===== src/tcm_pkg.sv =====
`timescale 1ns / 1ps
`default_nettype none
// ----------------------------------------------------------------------------
// tcm_pkg: shared types and constants of the tilt to cursor motion block
// op codes, register indexes, widths and configuration register set
// ----------------------------------------------------------------------------
package tcm_pkg;

	localparam int ANGLE_W = 16;
	localparam int FILT_W  = 24;
	localparam int MOVE_W  = 8;
	localparam int CFG_W   = 15;
	localparam int IDX_W   = 2;

	localparam int FILT_MAX = 8388607;
	localparam int FILT_MIN = -8388608;

	localparam logic [1:0] OP_TICK    = 2'd0;
	localparam logic [1:0] OP_CAL     = 2'd1;
	localparam logic [1:0] OP_RESTART = 2'd2;

	localparam logic [IDX_W-1:0] REG_FILTER_GAIN = 2'd0;
	localparam logic [IDX_W-1:0] REG_DEADZONE    = 2'd1;
	localparam logic [IDX_W-1:0] REG_SENSITIVITY = 2'd2;
	localparam logic [IDX_W-1:0] REG_MAX_STEP    = 2'd3;

	typedef struct packed {
		logic [7:0]  filter_gain;
		logic [14:0] deadzone;
		logic [7:0]  sensitivity;
		logic [6:0]  max_step;
	} cfg_t;

	localparam cfg_t CFG_RESET = '{
		filter_gain: 8'd51,
		deadzone:    15'd384,
		sensitivity: 8'd56,
		max_step:    7'd20
	};

endpackage
`default_nettype wire


===== src/tcm_filter.sv =====
`timescale 1ns / 1ps
`default_nettype none
// ----------------------------------------------------------------------------
// tcm_filter: one axis of the tilt low-pass
// wraps the deviation from center into one half turn and steps the filter
// ----------------------------------------------------------------------------
module tcm_filter #(
	parameter int ANGLE_FRAC_BITS  = 7,
	parameter int FILTER_FRAC_BITS = 8
) (
	input  wire logic signed [tcm_pkg::ANGLE_W-1:0] angle,
	input  wire logic signed [tcm_pkg::ANGLE_W-1:0] center,
	input  wire logic signed [tcm_pkg::FILT_W-1:0]  state,
	input  wire logic        [7:0]                  gain,
	output      logic signed [tcm_pkg::FILT_W-1:0]  next_state
);
	import tcm_pkg::*;

	// 360 << A needs 9 + A bits, plus sign and the headroom of a difference
	localparam int WRAP_W = ANGLE_FRAC_BITS + 11;
	localparam int TGT_W  = WRAP_W + FILTER_FRAC_BITS;
	localparam int DIFF_W = ((TGT_W > FILT_W) ? TGT_W : FILT_W) + 1;
	localparam int PROD_W = DIFF_W + 9;
	localparam int STEP_W = PROD_W - 8;
	localparam int NEXT_W = STEP_W + 1;

	localparam logic signed [WRAP_W-1:0] HALF_TURN = WRAP_W'(180 * (1 << ANGLE_FRAC_BITS));
	localparam logic signed [WRAP_W-1:0] FULL_TURN = WRAP_W'(360 * (1 << ANGLE_FRAC_BITS));
	localparam logic signed [NEXT_W-1:0] SAT_HI    = NEXT_W'(FILT_MAX);
	localparam logic signed [NEXT_W-1:0] SAT_LO    = NEXT_W'(FILT_MIN);

	logic signed [WRAP_W-1:0] dev;
	logic signed [WRAP_W-1:0] dev_wrap;
	logic signed [TGT_W-1:0]  target;
	logic signed [DIFF_W-1:0] diff;
	logic signed [PROD_W-1:0] prod;
	logic signed [PROD_W-1:0] prod_rnd;
	logic signed [STEP_W-1:0] step;
	logic signed [NEXT_W-1:0] sum;

	always_comb begin
		dev = WRAP_W'(angle) - WRAP_W'(center);
		if (dev > HALF_TURN) begin
			dev_wrap = dev - FULL_TURN;
		end else if (dev < -HALF_TURN) begin
			dev_wrap = dev + FULL_TURN;
		end else begin
			dev_wrap = dev;
		end
	end

	assign target   = TGT_W'(dev_wrap) <<< FILTER_FRAC_BITS;
	assign diff     = DIFF_W'(target) - DIFF_W'(state);
	assign prod     = PROD_W'(diff) * PROD_W'(signed'({1'b0, gain}));
	// round half up, then floor by the arithmetic shift
	assign prod_rnd = prod + PROD_W'(128);
	assign step     = STEP_W'(prod_rnd >>> 8);
	assign sum      = NEXT_W'(state) + NEXT_W'(step);

	always_comb begin
		if (sum > SAT_HI) begin
			next_state = FILT_W'(SAT_HI);
		end else if (sum < SAT_LO) begin
			next_state = FILT_W'(SAT_LO);
		end else begin
			next_state = FILT_W'(sum);
		end
	end

endmodule
`default_nettype wire


===== src/tcm_motion.sv =====
`timescale 1ns / 1ps
`default_nettype none
// ----------------------------------------------------------------------------
// tcm_motion: one axis of deadzone, sensitivity scale and clamp
// turns a filtered deviation into a signed cursor step
// ----------------------------------------------------------------------------
module tcm_motion #(
	parameter int ANGLE_FRAC_BITS  = 7,
	parameter int FILTER_FRAC_BITS = 8
) (
	input  wire logic signed [tcm_pkg::FILT_W-1:0] filt,
	input  wire tcm_pkg::cfg_t                      cfg,
	output      logic signed [tcm_pkg::MOVE_W-1:0]  step
);
	import tcm_pkg::*;

	localparam int DZ_W   = 15 + FILTER_FRAC_BITS;
	localparam int MAG_W  = (DZ_W > FILT_W) ? DZ_W : FILT_W;
	localparam int PROD_W = MAG_W + 8;
	localparam int SHIFT  = 8 + ANGLE_FRAC_BITS + FILTER_FRAC_BITS;

	logic [FILT_W-1:0] mag;
	logic [MAG_W-1:0]  mag_ext;
	logic [MAG_W-1:0]  dz;
	logic [MAG_W-1:0]  excess;
	logic [PROD_W-1:0] prod;
	logic [PROD_W-1:0] q;
	logic [6:0]        q_sat;

	// most negative value maps onto 2^23, still right as unsigned
	assign mag     = filt[FILT_W-1] ? FILT_W'(-filt) : filt;
	assign mag_ext = MAG_W'(mag);
	assign dz      = MAG_W'(cfg.deadzone) << FILTER_FRAC_BITS;
	assign excess  = (mag_ext > dz) ? (mag_ext - dz) : '0;
	assign prod    = PROD_W'(excess) * PROD_W'(cfg.sensitivity);
	assign q       = prod >> SHIFT;
	assign q_sat   = (q > PROD_W'(cfg.max_step)) ? cfg.max_step : q[6:0];
	assign step    = filt[FILT_W-1] ? -signed'({1'b0, q_sat}) : signed'({1'b0, q_sat});

endmodule
`default_nettype wire


===== src/tilt_to_cursor_motion.sv =====
`timescale 1ns / 1ps
`default_nettype none
// ----------------------------------------------------------------------------
// tilt_to_cursor_motion: roll and pitch angles to relative cursor motion
// per-axis center, wrap, low-pass, deadzone, scale and clamp
// ----------------------------------------------------------------------------
//  channel  | signals                                        | handshake
//  ---------+------------------------------------------------+--------------
//  input    | op, roll_angle, pitch_angle, host_connected    | in_valid/in_stall
//  output   | move_x, move_y, send                           | out_valid/out_stall
//  config   | cfg_index, cfg_data                            | cfg_write_en
//
//  one transaction per cycle sustained while out_stall is low; a result passes
//  the input, filter and result registers before out_valid rises for it
//  the filter state loop closes from the state registers through the gain multiplier
//  arst_n clears valids, centers, filters and loads register defaults
//  stages advance independently, so bubbles collapse when out_stall is high
// ----------------------------------------------------------------------------
module tilt_to_cursor_motion #(
	parameter int ANGLE_FRAC_BITS  = 7,
	parameter int FILTER_FRAC_BITS = 8
) (
	input  wire logic                                clk,
	input  wire logic                                arst_n,
	// input channel
	input  wire logic                                in_valid,
	output      logic                                in_stall,
	input  wire logic [1:0]                          op,
	input  wire logic signed [tcm_pkg::ANGLE_W-1:0]  roll_angle,
	input  wire logic signed [tcm_pkg::ANGLE_W-1:0]  pitch_angle,
	input  wire logic                                host_connected,
	// output channel
	output      logic                                out_valid,
	input  wire logic                                out_stall,
	output      logic signed [tcm_pkg::MOVE_W-1:0]   move_x,
	output      logic signed [tcm_pkg::MOVE_W-1:0]   move_y,
	output      logic                                send,
	// configuration write port
	input  wire logic                                cfg_write_en,
	input  wire logic [tcm_pkg::IDX_W-1:0]           cfg_index,
	input  wire logic [tcm_pkg::CFG_W-1:0]           cfg_data
);
	import tcm_pkg::*;

	// configuration registers
	cfg_t cfg_q;

	always_ff @(posedge clk or negedge arst_n) begin
		if (!arst_n) begin
			cfg_q <= CFG_RESET;
		end else if (cfg_write_en) begin
			unique case (cfg_index)
				REG_FILTER_GAIN: cfg_q.filter_gain <= cfg_data[7:0];
				REG_DEADZONE:    cfg_q.deadzone    <= cfg_data[14:0];
				REG_SENSITIVITY: cfg_q.sensitivity <= cfg_data[7:0];
				REG_MAX_STEP:    cfg_q.max_step    <= cfg_data[6:0];
				default:         cfg_q             <= cfg_q;
			endcase
		end
	end

	// stage enables, each stage moves when its slot downstream is free
	logic v_s1, v_s2, v_s3;
	logic en_s1, en_s2, en_s3;
	logic adv_s1;

	assign en_s3  = !v_s3 || !out_stall;
	assign en_s2  = !v_s2 || en_s3;
	assign en_s1  = !v_s1 || en_s2;
	assign adv_s1 = v_s1 && en_s2;
	assign in_stall = !en_s1;

	// input register
	logic [1:0]                  op_s1;
	logic signed [ANGLE_W-1:0]   roll_s1;
	logic signed [ANGLE_W-1:0]   pitch_s1;
	logic                        host_s1;

	always_ff @(posedge clk or negedge arst_n) begin
		if (!arst_n) begin
			v_s1 <= 1'b0;
		end else if (en_s1) begin
			v_s1 <= in_valid;
		end
	end

	always_ff @(posedge clk) begin
		if (en_s1 && in_valid) begin
			op_s1    <= op;
			roll_s1  <= roll_angle;
			pitch_s1 <= pitch_angle;
			host_s1  <= host_connected;
		end
	end

	// centers and filter state
	logic signed [ANGLE_W-1:0] roll_center_q;
	logic signed [ANGLE_W-1:0] pitch_center_q;
	logic signed [FILT_W-1:0]  froll_q;
	logic signed [FILT_W-1:0]  fpitch_q;
	logic signed [FILT_W-1:0]  froll_next;
	logic signed [FILT_W-1:0]  fpitch_next;

	tcm_filter #(
		.ANGLE_FRAC_BITS  (ANGLE_FRAC_BITS),
		.FILTER_FRAC_BITS (FILTER_FRAC_BITS)
	) u_filter_roll (
		.angle      (roll_s1),
		.center     (roll_center_q),
		.state      (froll_q),
		.gain       (cfg_q.filter_gain),
		.next_state (froll_next)
	);

	tcm_filter #(
		.ANGLE_FRAC_BITS  (ANGLE_FRAC_BITS),
		.FILTER_FRAC_BITS (FILTER_FRAC_BITS)
	) u_filter_pitch (
		.angle      (pitch_s1),
		.center     (pitch_center_q),
		.state      (fpitch_q),
		.gain       (cfg_q.filter_gain),
		.next_state (fpitch_next)
	);

	always_ff @(posedge clk or negedge arst_n) begin
		if (!arst_n) begin
			roll_center_q  <= '0;
			pitch_center_q <= '0;
			froll_q        <= '0;
			fpitch_q       <= '0;
		end else if (adv_s1) begin
			if (op_s1 == OP_TICK) begin
				froll_q  <= froll_next;
				fpitch_q <= fpitch_next;
			end else if (op_s1 == OP_CAL || op_s1 == OP_RESTART) begin
				roll_center_q  <= roll_s1;
				pitch_center_q <= pitch_s1;
				// restart also drops the filter history
				if (op_s1 == OP_RESTART) begin
					froll_q  <= '0;
					fpitch_q <= '0;
				end
			end
		end
	end

	// filter register: new filter values of a tick, zero motion otherwise
	logic                       tick_s2;
	logic                       host_s2;
	logic signed [FILT_W-1:0]   froll_s2;
	logic signed [FILT_W-1:0]   fpitch_s2;

	always_ff @(posedge clk or negedge arst_n) begin
		if (!arst_n) begin
			v_s2 <= 1'b0;
		end else if (en_s2) begin
			v_s2 <= v_s1;
		end
	end

	always_ff @(posedge clk) begin
		if (adv_s1) begin
			tick_s2   <= (op_s1 == OP_TICK);
			host_s2   <= host_s1;
			froll_s2  <= froll_next;
			fpitch_s2 <= fpitch_next;
		end
	end

	// deadzone, scale and clamp per axis
	logic signed [MOVE_W-1:0] step_roll;
	logic signed [MOVE_W-1:0] step_pitch;
	logic signed [MOVE_W-1:0] mx;
	logic signed [MOVE_W-1:0] my;

	tcm_motion #(
		.ANGLE_FRAC_BITS  (ANGLE_FRAC_BITS),
		.FILTER_FRAC_BITS (FILTER_FRAC_BITS)
	) u_motion_roll (
		.filt (froll_s2),
		.cfg  (cfg_q),
		.step (step_roll)
	);

	tcm_motion #(
		.ANGLE_FRAC_BITS  (ANGLE_FRAC_BITS),
		.FILTER_FRAC_BITS (FILTER_FRAC_BITS)
	) u_motion_pitch (
		.filt (fpitch_s2),
		.cfg  (cfg_q),
		.step (step_pitch)
	);

	// horizontal comes from pitch with its sign flipped
	assign mx = tick_s2 ? -step_pitch : '0;
	assign my = tick_s2 ? step_roll : '0;

	// result register
	logic signed [MOVE_W-1:0] move_x_s3;
	logic signed [MOVE_W-1:0] move_y_s3;
	logic                     send_s3;

	always_ff @(posedge clk or negedge arst_n) begin
		if (!arst_n) begin
			v_s3 <= 1'b0;
		end else if (en_s3) begin
			v_s3 <= v_s2;
		end
	end

	always_ff @(posedge clk) begin
		if (en_s3 && v_s2) begin
			move_x_s3 <= mx;
			move_y_s3 <= my;
			send_s3   <= host_s2 && (mx != '0 || my != '0);
		end
	end

	assign out_valid = v_s3;
	assign move_x    = move_x_s3;
	assign move_y    = move_y_s3;
	assign send      = send_s3;

`ifndef SYNTHESIS
	// a report only goes out with some motion in it
	a_send_has_motion: assert property (@(posedge clk) disable iff (!arst_n)
		(out_valid && send) |-> (move_x != '0 || move_y != '0))
		else $error("send raised with zero motion");

	// both steps stay within the clamp
	a_move_clamped: assert property (@(posedge clk) disable iff (!arst_n)
		out_valid |-> (move_x <= signed'({1'b0, cfg_q.max_step})
			&& move_x >= -signed'({1'b0, cfg_q.max_step})
			&& move_y <= signed'({1'b0, cfg_q.max_step})
			&& move_y >= -signed'({1'b0, cfg_q.max_step})))
		else $error("motion beyond max_step");

	// restart leaves both filters cleared
	a_restart_clears: assert property (@(posedge clk) disable iff (!arst_n)
		(adv_s1 && op_s1 == OP_RESTART) |=> (froll_q == '0 && fpitch_q == '0))
		else $error("filters not cleared on restart");

	// backpressure only when the input register holds a stuck transaction
	a_stall_needs_full: assert property (@(posedge clk) disable iff (!arst_n)
		in_stall |-> (v_s1 && v_s2 && v_s3 && out_stall))
		else $error("input stalled with free pipeline slot");
`endif

endmodule
`default_nettype wire

===== config.mk =====
export PLATFORM = sky130hd
export DESIGN_NAME = tilt_to_cursor_motion
export DESIGN_NICKNAME = d
export VERILOG_FILES = /design/src/tcm_pkg.sv /design/src/tcm_filter.sv /design/src/tcm_motion.sv /design/src/tilt_to_cursor_motion.sv
export SDC_FILE = /design/constraint.sdc
export NUM_CORES = 2
export LEC_CHECK = 0
export BUFFER_PORTS_ARGS = -buffer_cell sky130_fd_sc_hd__buf_2
export CORE_MARGIN = 8
export CORE_UTILIZATION = 25
export CTS_CLUSTER_DIAMETER = 120
export DETAILED_ROUTE_END_ITERATION = 6
export GPL_TIMING_DRIVEN = 0
export HOLD_SLACK_MARGIN = 0.15
export PLACE_DENSITY = 0.42
export SLEW_MARGIN = 40
export SYNTH_ARGS = -nofsm -noshare
export SYNTH_HDL_FRONTEND = slang
export SYNTH_SLANG_ARGS = --single-unit

===== constraint.sdc =====
create_clock -name clk -period 15.2 [get_ports clk]
set_input_delay 2.28 -clock clk [delete_from_list [all_inputs] [get_ports clk]]
set_output_delay 2.28 -clock clk [all_outputs]
set_load 0.005 [all_outputs]

======== Yosys cells after proc, flatten, opt, wreduce, memory -nomap -nowiden ========
Cells that the tools add are included.
W data, S select, Z words.
storage, ports and cells
  bits in registers ....................... 223
  bits in latches ......................... 0
  memory bits (writable) .................. 0
  bits in read-only memories .............. 0
  input bits .............................. 57
  output and inout bits ................... 19
  word-level logic and storage cells ...... 111
  memories kept ........................... 0
cells by class
  add/subtract/negate cells ............... 19
  multipliers ............................. 4
  divide/modulo/power cells ............... 0
  $lt $le $gt $ge ......................... 12
  equal/unequal tests ..................... 5
  shift operators ......................... 0
  mux-type cells .......................... 22
  bitwise gates (word level) .............. 1
  reduce and logical (&&, ||, !) cells .... 26
operator list
  cell                      count
  $mux W24                  12
  $add A36 B9 Y36 const B   2
  $mul A27 B9 Y36           2
  $mux W18                  4
  $mul A24 B8 Y32           2
  $add A24 B28 Y29          2
  $gt A29 B24 Y1 const B    2
  $lt A29 B24 Y1 const B    2
  $sub A26 B24 Y27          2
  $gt A24 B23 Y1            2
  $neg A24 Y24              2
  $sub A24 B23 Y24          2
  $add A18 B17 Y18 const B  2
  $gt A18 B16 Y1 const B    2
  $lt A18 B16 Y1 const B    2
  $sub A18 B17 Y18 const B  2
  $sub A16 B16 Y17          2
  $mux W8                   4
  $gt A9 B7 Y1              2
  $neg A7 Y8                2
  $reduce_bool A8 Y1        2
  $mux W7                   2
  $neg A8 Y8                1
  $reduce_and A2 Y1         4
  9 further kinds           26

======== Longest topological paths before layout ========
  depth in word-level cells ............... 14
  mapped depth ............................ 58

======== Cells and area by module ========
A second synthesis with hierarchy kept.
unflattened totals
  cells, all modules ...................... 5123
  area total of the unflattened synthesis .. 45461.1 sq um
modules (own cells, without submodules)
  module                        times used  cells each  area an instance (sq um)  sequential area each (sq um)
  tcm_filter at u_filter_pitch  1           1333        11011.8                   0.0
  tcm_filter at u_filter_roll   1           1345        10915.5                   0.0
  tilt_to_cursor_motion         1           518         8262.9                    6104.6
  tcm_motion at u_motion_pitch  1           970         7723.7                    0.0
  tcm_motion at u_motion_roll   1           957         7547.2                    0.0

======== Worst setup path after synthesis ========
Ideal clock, no wire load.
  path type ............................... reg2reg
  start point ............................. register roll_center_q[1]
  end point ............................... register froll_q[10]
  setup time .............................. 124 ps
  arrival ................................. 11895 ps
  path slack .............................. 3181 ps
  stages on the path, launching flop included .. 56
  period minus slack after synthesis ...... 12019 ps
  cell sequence ........................... dfrtp_1 -> inv_1 -> ha_1 -> nor2b_1 -> o21ai_0 -> a21boi_0 -> o21ai_0 -> a21boi_0 -> o21a_1 -> o211a_1 -> a2111oi_0 -> nor3_1 -> or2_2 -> o311ai_1 -> a22oi_1 -> o21ai_0 -> xnor2_1 -> ha_1 -> [20 not listed] -> o21a_1 -> nor2b_1 -> o21ai_0 -> nand2b_1 -> xor2_1 -> ha_1 -> clkbuf_1 -> nand2_1 -> o21ai_0 -> nor3_1 -> o21ai_0 -> o21ai_0 -> xor2_1 -> nand3_1 -> o21ai_1 -> nor2_1 -> clkbuf_1 -> a211o_1
on the way
  longest elaborated chain between the ends .. 12
  elaborated cells on any way between the ends .. 16
  classes of those cells .................. add/sub: 6; mul: 1; order compare: 4; mux: 5
ends and longest elaborated chain
  element                                                    RTL line                            RTL
  from (decl)                                                tilt_to_cursor_motion.sv:97         logic signed [ANGLE_W-1:0] roll_center_q;
  from (signal assigned)                                     tilt_to_cursor_motion.sv:137        roll_center_q <= roll_s1;
  $sub A16 B16 Y17 (*)                                       tcm_filter.sv:42                    dev = WRAP_W'(angle) - WRAP_W'(center);
  $add A18 B17 Y18 / $lt A18 B16 Y1 (equally long branches)  tcm_filter.sv:46, tcm_filter.sv:45
  $mux W18                                                   tcm_filter.sv:45                    end else if (dev < -HALF_TURN) begin
  $mux W18 (*)                                               tcm_filter.sv:43                    if (dev > HALF_TURN) begin
  $sub A26 B24 Y27 (*)                                       tcm_filter.sv:53                    assign diff = DIFF_W'(target) - DIFF_W'(state);
  $mul A27 B9 Y36 (*)                                        tcm_filter.sv:54                    assign prod = PROD_W'(diff) * PROD_W'(signed'({1'b0, gain}));
  $add A36 B9 Y36 (*)                                        tcm_filter.sv:56                    assign prod_rnd = prod + PROD_W'(128);
  $add A24 B28 Y29 (*)                                       tcm_filter.sv:58                    assign sum = NEXT_W'(state) + NEXT_W'(step);
  $lt A29 B24 Y1                                             tcm_filter.sv:63                    end else if (sum < SAT_LO) begin
  $mux W24                                                   tcm_filter.sv:63
  $mux W24 (*)                                               tcm_filter.sv:61                    if (sum > SAT_HI) begin
  $mux W24 (*)                                               tilt_to_cursor_motion.sv:133        if (op_s1 == OP_TICK) begin
  to (signal assigned)                                       tilt_to_cursor_motion.sv:134        froll_q <= froll_next;
  to (decl)                                                  tilt_to_cursor_motion.sv:99         logic signed [FILT_W-1:0] froll_q;
Mark *: on every way between the ends. The rest lies on a longest branch, timed or not.
A chain may end at the register's enable or synchronous reset.

======== Final worst setup path ========
  start point ............................. register fpitch_s2[23]
  end point ............................... register send_s3, in the netlist send (data pin)
on the way
  longest elaborated chain between the ends .. 14
  elaborated cells on any way between the ends .. 15
  classes of those cells .................. add/sub: 4; mul: 1; order compare: 2; mux: 5; reduce/logical: 3
ends and longest elaborated chain
  element                                                    RTL line                      RTL
  from (decl)                                                tilt_to_cursor_motion.sv:152  logic signed [FILT_W-1:0] fpitch_s2;
  from (signal assigned)                                     tilt_to_cursor_motion.sv:167  fpitch_s2 <= fpitch_next;
  $neg A24 Y24                                               tcm_motion.sv:31              assign mag = filt[FILT_W-1] ? FILT_W'(-filt) : filt;
  $mux W24                                                   tcm_motion.sv:31
  $sub A24 B23 Y24 / $gt A24 B23 Y1 (equally long branches)  tcm_motion.sv:34              assign excess = (mag_ext > dz) ? (mag_ext - dz) : '0;
  $mux W24                                                   tcm_motion.sv:34
  $mul A24 B8 Y32                                            tcm_motion.sv:35              assign prod = PROD_W'(excess) * PROD_W'(cfg.sensitivity);
  $gt A9 B7 Y1                                               tcm_motion.sv:37              assign q_sat = (q > PROD_W'(cfg.max_step)) ? cfg.max_step : q[6:0];
  $mux W7                                                    tcm_motion.sv:37
  $neg A7 Y8                                                 tcm_motion.sv:38              assign step = filt[FILT_W-1] ? -signed'({1'b0, q_sat}) : signed'({1'b0, q_sat});
  $mux W8 (*)                                                tcm_motion.sv:38
  $neg A8 Y8 (*)                                             tilt_to_cursor_motion.sv:196  assign mx = tick_s2 ? -step_pitch : '0;
  $mux W8 (*)                                                tilt_to_cursor_motion.sv:196
  $reduce_bool A8 Y1 (*)                                     tilt_to_cursor_motion.sv:216  send_s3 <= host_s2 && (mx != '0 || my != '0);
  $logic_or A1 B1 Y1 (*)                                     tilt_to_cursor_motion.sv:216
  $logic_and A1 B1 Y1 (*)                                    tilt_to_cursor_motion.sv:216
  to (signal assigned)                                       tilt_to_cursor_motion.sv:216
  to (decl)                                                  tilt_to_cursor_motion.sv:202  logic send_s3;
Marked as above.

==> impl_metrics.yaml <==
yosys:
  dominantRegCellSynth: "sky130_fd_sc_hd__dfrtp_1"
  library_cell_with_the_largest_summed_area_after_synthesis: "sky130_fd_sc_hd__fa_1"
  postSynthRegisterBits: 223
  async_reset_ff_share_pct: 54.3
  synthDistinctLibCells: 91
  synth-edff-count: 102
  synth.cells.most_frequent: "sky130_fd_sc_hd__inv_1 (799), sky130_fd_sc_hd__fa_1 (604), sky130_fd_sc_hd__nand2_1 (511)"
  ys.warnings.count: 0
  proportion_of_netlist_area_held_by_the_largest_area_contributor_pct: 27.5
  synth_area_um2: 44000
  synth_area_leaders: "sky130_fd_sc_hd__fa_1 (27%), sky130_fd_sc_hd__ha_1 (13%), sky130_fd_sc_hd__edfxtp_1 (7.0%), sky130_fd_sc_hd__inv_1 (6.8%), sky130_fd_sc_hd__dfrtp_1 (6.3%)"
  most_repeated_cell_in_the_gate_level_netlist_after_synthesis: "sky130_fd_sc_hd__inv_1"
  syn-instance-count: 4966
  synth-seq-area-share_pct: 13.9
  postSynthNetCount: 6100
  avgSynthCellArea_um2: 8.86
cells_and_area:
  fin_nets: 6215
  drive_above_1_share_pct: 6.52
  syn2layout_area_growth_pct: 10.8
setup_path:
  critical_path.startpoint_type: "flop"
  worst_case_register_to_register_setup_slack_ns: 0.60
  worst_path_max_delay_cell: "sky130_fd_sc_hd__fa_1"
  crit_type: "flop to flop"
  critPathArrivalTime_ns: 14.92
  cp_max_fo: 10
  setup.worst_path.end_class: "flop"
  required_ns: 15.52
  crit_top_cell: "sky130_fd_sc_hd__fa_1"
  slowest_delay_ns: 0.56
clocking:
  clk_latency_ns: 0.63
  cts_max_path_buffers: 3
  tritoncts: "done"
  cts_made_buffers: 30
  cts-htree-levels: 1
  cts.sinks: 223
  clock_tree.root_cell: "sky130_fd_sc_hd__clkbuf_16"
  clkTransAtPathRegs_ns: 0.06
sta:
  worst_slew_pin_slew_ns: 0.916
  max_slew_margin_pct: 39.0
  maxClockFrequency_mhz: 68.5
  min_period_ns: 14.60
  timing_max_transition_violations_final: 0
  period_share_pct: 96.1
  setup_viol: 0
  timing_hold_violations_final: 0
  postLayoutSetupSlackWorst_ns: 0.598
  rsz0062_at_grt: "yes"
  setup_skew_ns: 0.0326
die:
  die_width_um: 435
  ioPinCount: 76
  die_area_um2: 190000
  initial_core_util_pct: 25.1
  core.rowCount: 154
  die_h_um: 435
  core_region_area_um2: 176000
grt:
  antenna_violations_before_repair: 12
  globalRouteOverflowTotal: 0
  grt_first_pass_wirelength_um: 215000
  pin_count_of_the_biggest_net_entering_global_routing: 45
  via_count_of_the_first_global_routing_pass: 35400
  gr-usage-all-layers_pct: 14.4
routing:
  detail_route.vias_per_cell: 4.58
  wl_per_cell_um: 18.7
  drt.antenna.violating_nets: 0
  num_vias: 34200
  routed_wl_um: 140000
  drt_iter0_markers: 1883
  firstDrtPassIters: 6
  post-route-drc-count: 0
run:
  maxCapViolations: 0
place:
  dp_worst_setup_slack_ns: -0.473
  routabilityCongestion: 0.873
  dp.final_hpwl_um: 119000
  port_buffers: 75
status:
  status: "finished clean"
hold_path:
  hold_class: "flop to flop"
[final timing paths]
check	cells past startpoint	startpoint	end
worst max register to register	51	fpitch_s2[23]$_DFFE_PP_	send$_DFFE_PP_
worst max-delay path	51	fpitch_s2[23]$_DFFE_PP_	send$_DFFE_PP_
worst min-delay path	0	host_s1$_DFFE_PP_	host_s2$_DFFE_PP_
min in group asynchronous	1	arst_n	pitch_center_q[12]$_DFFE_PN0P_
worst min register to register	0	host_s1$_DFFE_PP_	host_s2$_DFFE_PP_
max in group asynchronous	2	arst_n	cfg_q[4]$_DFFE_PN1P_
[state kept, by name (all words and copies together), names as in the netlist, 2 cells and up]
| name | count |
|---|---|
| cfg_q | 38 |
| fpitch_q | 24 |
| fpitch_s2 | 24 |
| froll_q | 24 |
| froll_s2 | 24 |
| move_x | 8 |
| move_y | 8 |
| op_s1 | 2 |
| pitch_center_q | 16 |
| pitch_s1 | 16 |
| roll_center_q | 16 |
| roll_s1 | 16 |
[logic make-up (layout without fill, tap and decap cells)]
group,after synthesis,after routing,share of synthesized area (%)
xor+xnor,268,268,5.37
simple gates,1616,1616,18.1
other cells,0,6,0
mux,91,91,2.27
buf+inv,955,1094,8.18
compound gates,736,736,11.3
flops,223,223,13.9
fa+ha+maj,1077,1077,40.9
[layout make-up]
cell class / instances / area, um2
antenna: 6 / 15.0
buffer: 154 / 626
clock buffer: 41 / 832
clock inverter: 15 / 169
fill: 18900 / 127000
inverter: 800 / 3010
multi-input combinational: 3788 / 34500
sequential: 223 / 6100
tap: 2340 / 2930
timing repair buffer: 84 / 520
[placed cells by master (no fill, tap or decap), types with 87 or more instances in the layout]
cell and n:
sky130_fd_sc_hd__and3_1 87, sky130_fd_sc_hd__ha_1 473, sky130_fd_sc_hd__edfxtp_1 102, sky130_fd_sc_hd__and2_1 273, sky130_fd_sc_hd__fa_1 604, sky130_fd_sc_hd__o21ai_0 171, sky130_fd_sc_hd__clkbuf_1 127, sky130_fd_sc_hd__xnor2_1 177
sky130_fd_sc_hd__dfrtp_1 110, sky130_fd_sc_hd__nor3_1 101, sky130_fd_sc_hd__inv_1 798, sky130_fd_sc_hd__nand2_1 511, sky130_fd_sc_hd__nor2_1 307, sky130_fd_sc_hd__a21oi_1 150
[per-stage QoR]
stage	area (um2)	std cells	TNS, ns	hold slack, ns	util (%)
3_3_place_gp	47300	7381	-3.95	0.410	26.9
4_1_cts	48600	7443	0	0.424	27.7
5_1_grt	48700	7445	-0.0890	0.437	27.7
3_5_place_dp	47500	7388	-0.759	0.409	27.1
6_report	48700	7451	0	0.425	27.8
2_1_floorplan	44000	4966	0	0.400	-
[critical path: cells and delay by family, from the launching register on]
kind	cells	cell delay [ns]
buffers and inverters	10	2.73
flip-flops	1	0.36
AO/OA/AOI/OAI	20	5.12
AND/OR/NAND/NOR	8	1.35
multiplexers	2	0.70
XOR/XNOR	2	0.41
adder cells (fa/ha/maj)	9	3.60
[what timing repair did]
item / CTS / global route
setup buffers: 0 / 2
cloned: 0 / 0
hold buffers: 0 / 0
gates resized for setup: 4 / 11
setup endpoints to repair: 3 / 62
pin swaps: 0 / 1
[layer usage]
| metal | wire [um] | track usage (%) | part of all wire [%] |
|---|---|---|---|
| met3 | 4770 | 1.53 | 3.4 |
| met4 | 3300 | 2.95 | 2.4 |
| met1 | 66500 | 19.9 | 48 |
| met2 | 65000 | 24.3 | 47 |
| met5 | 0 | 0 | 0 |
Power is not shown: default switching activity piles up to over one toggle a cycle in this logic, so the estimate is an artifact.
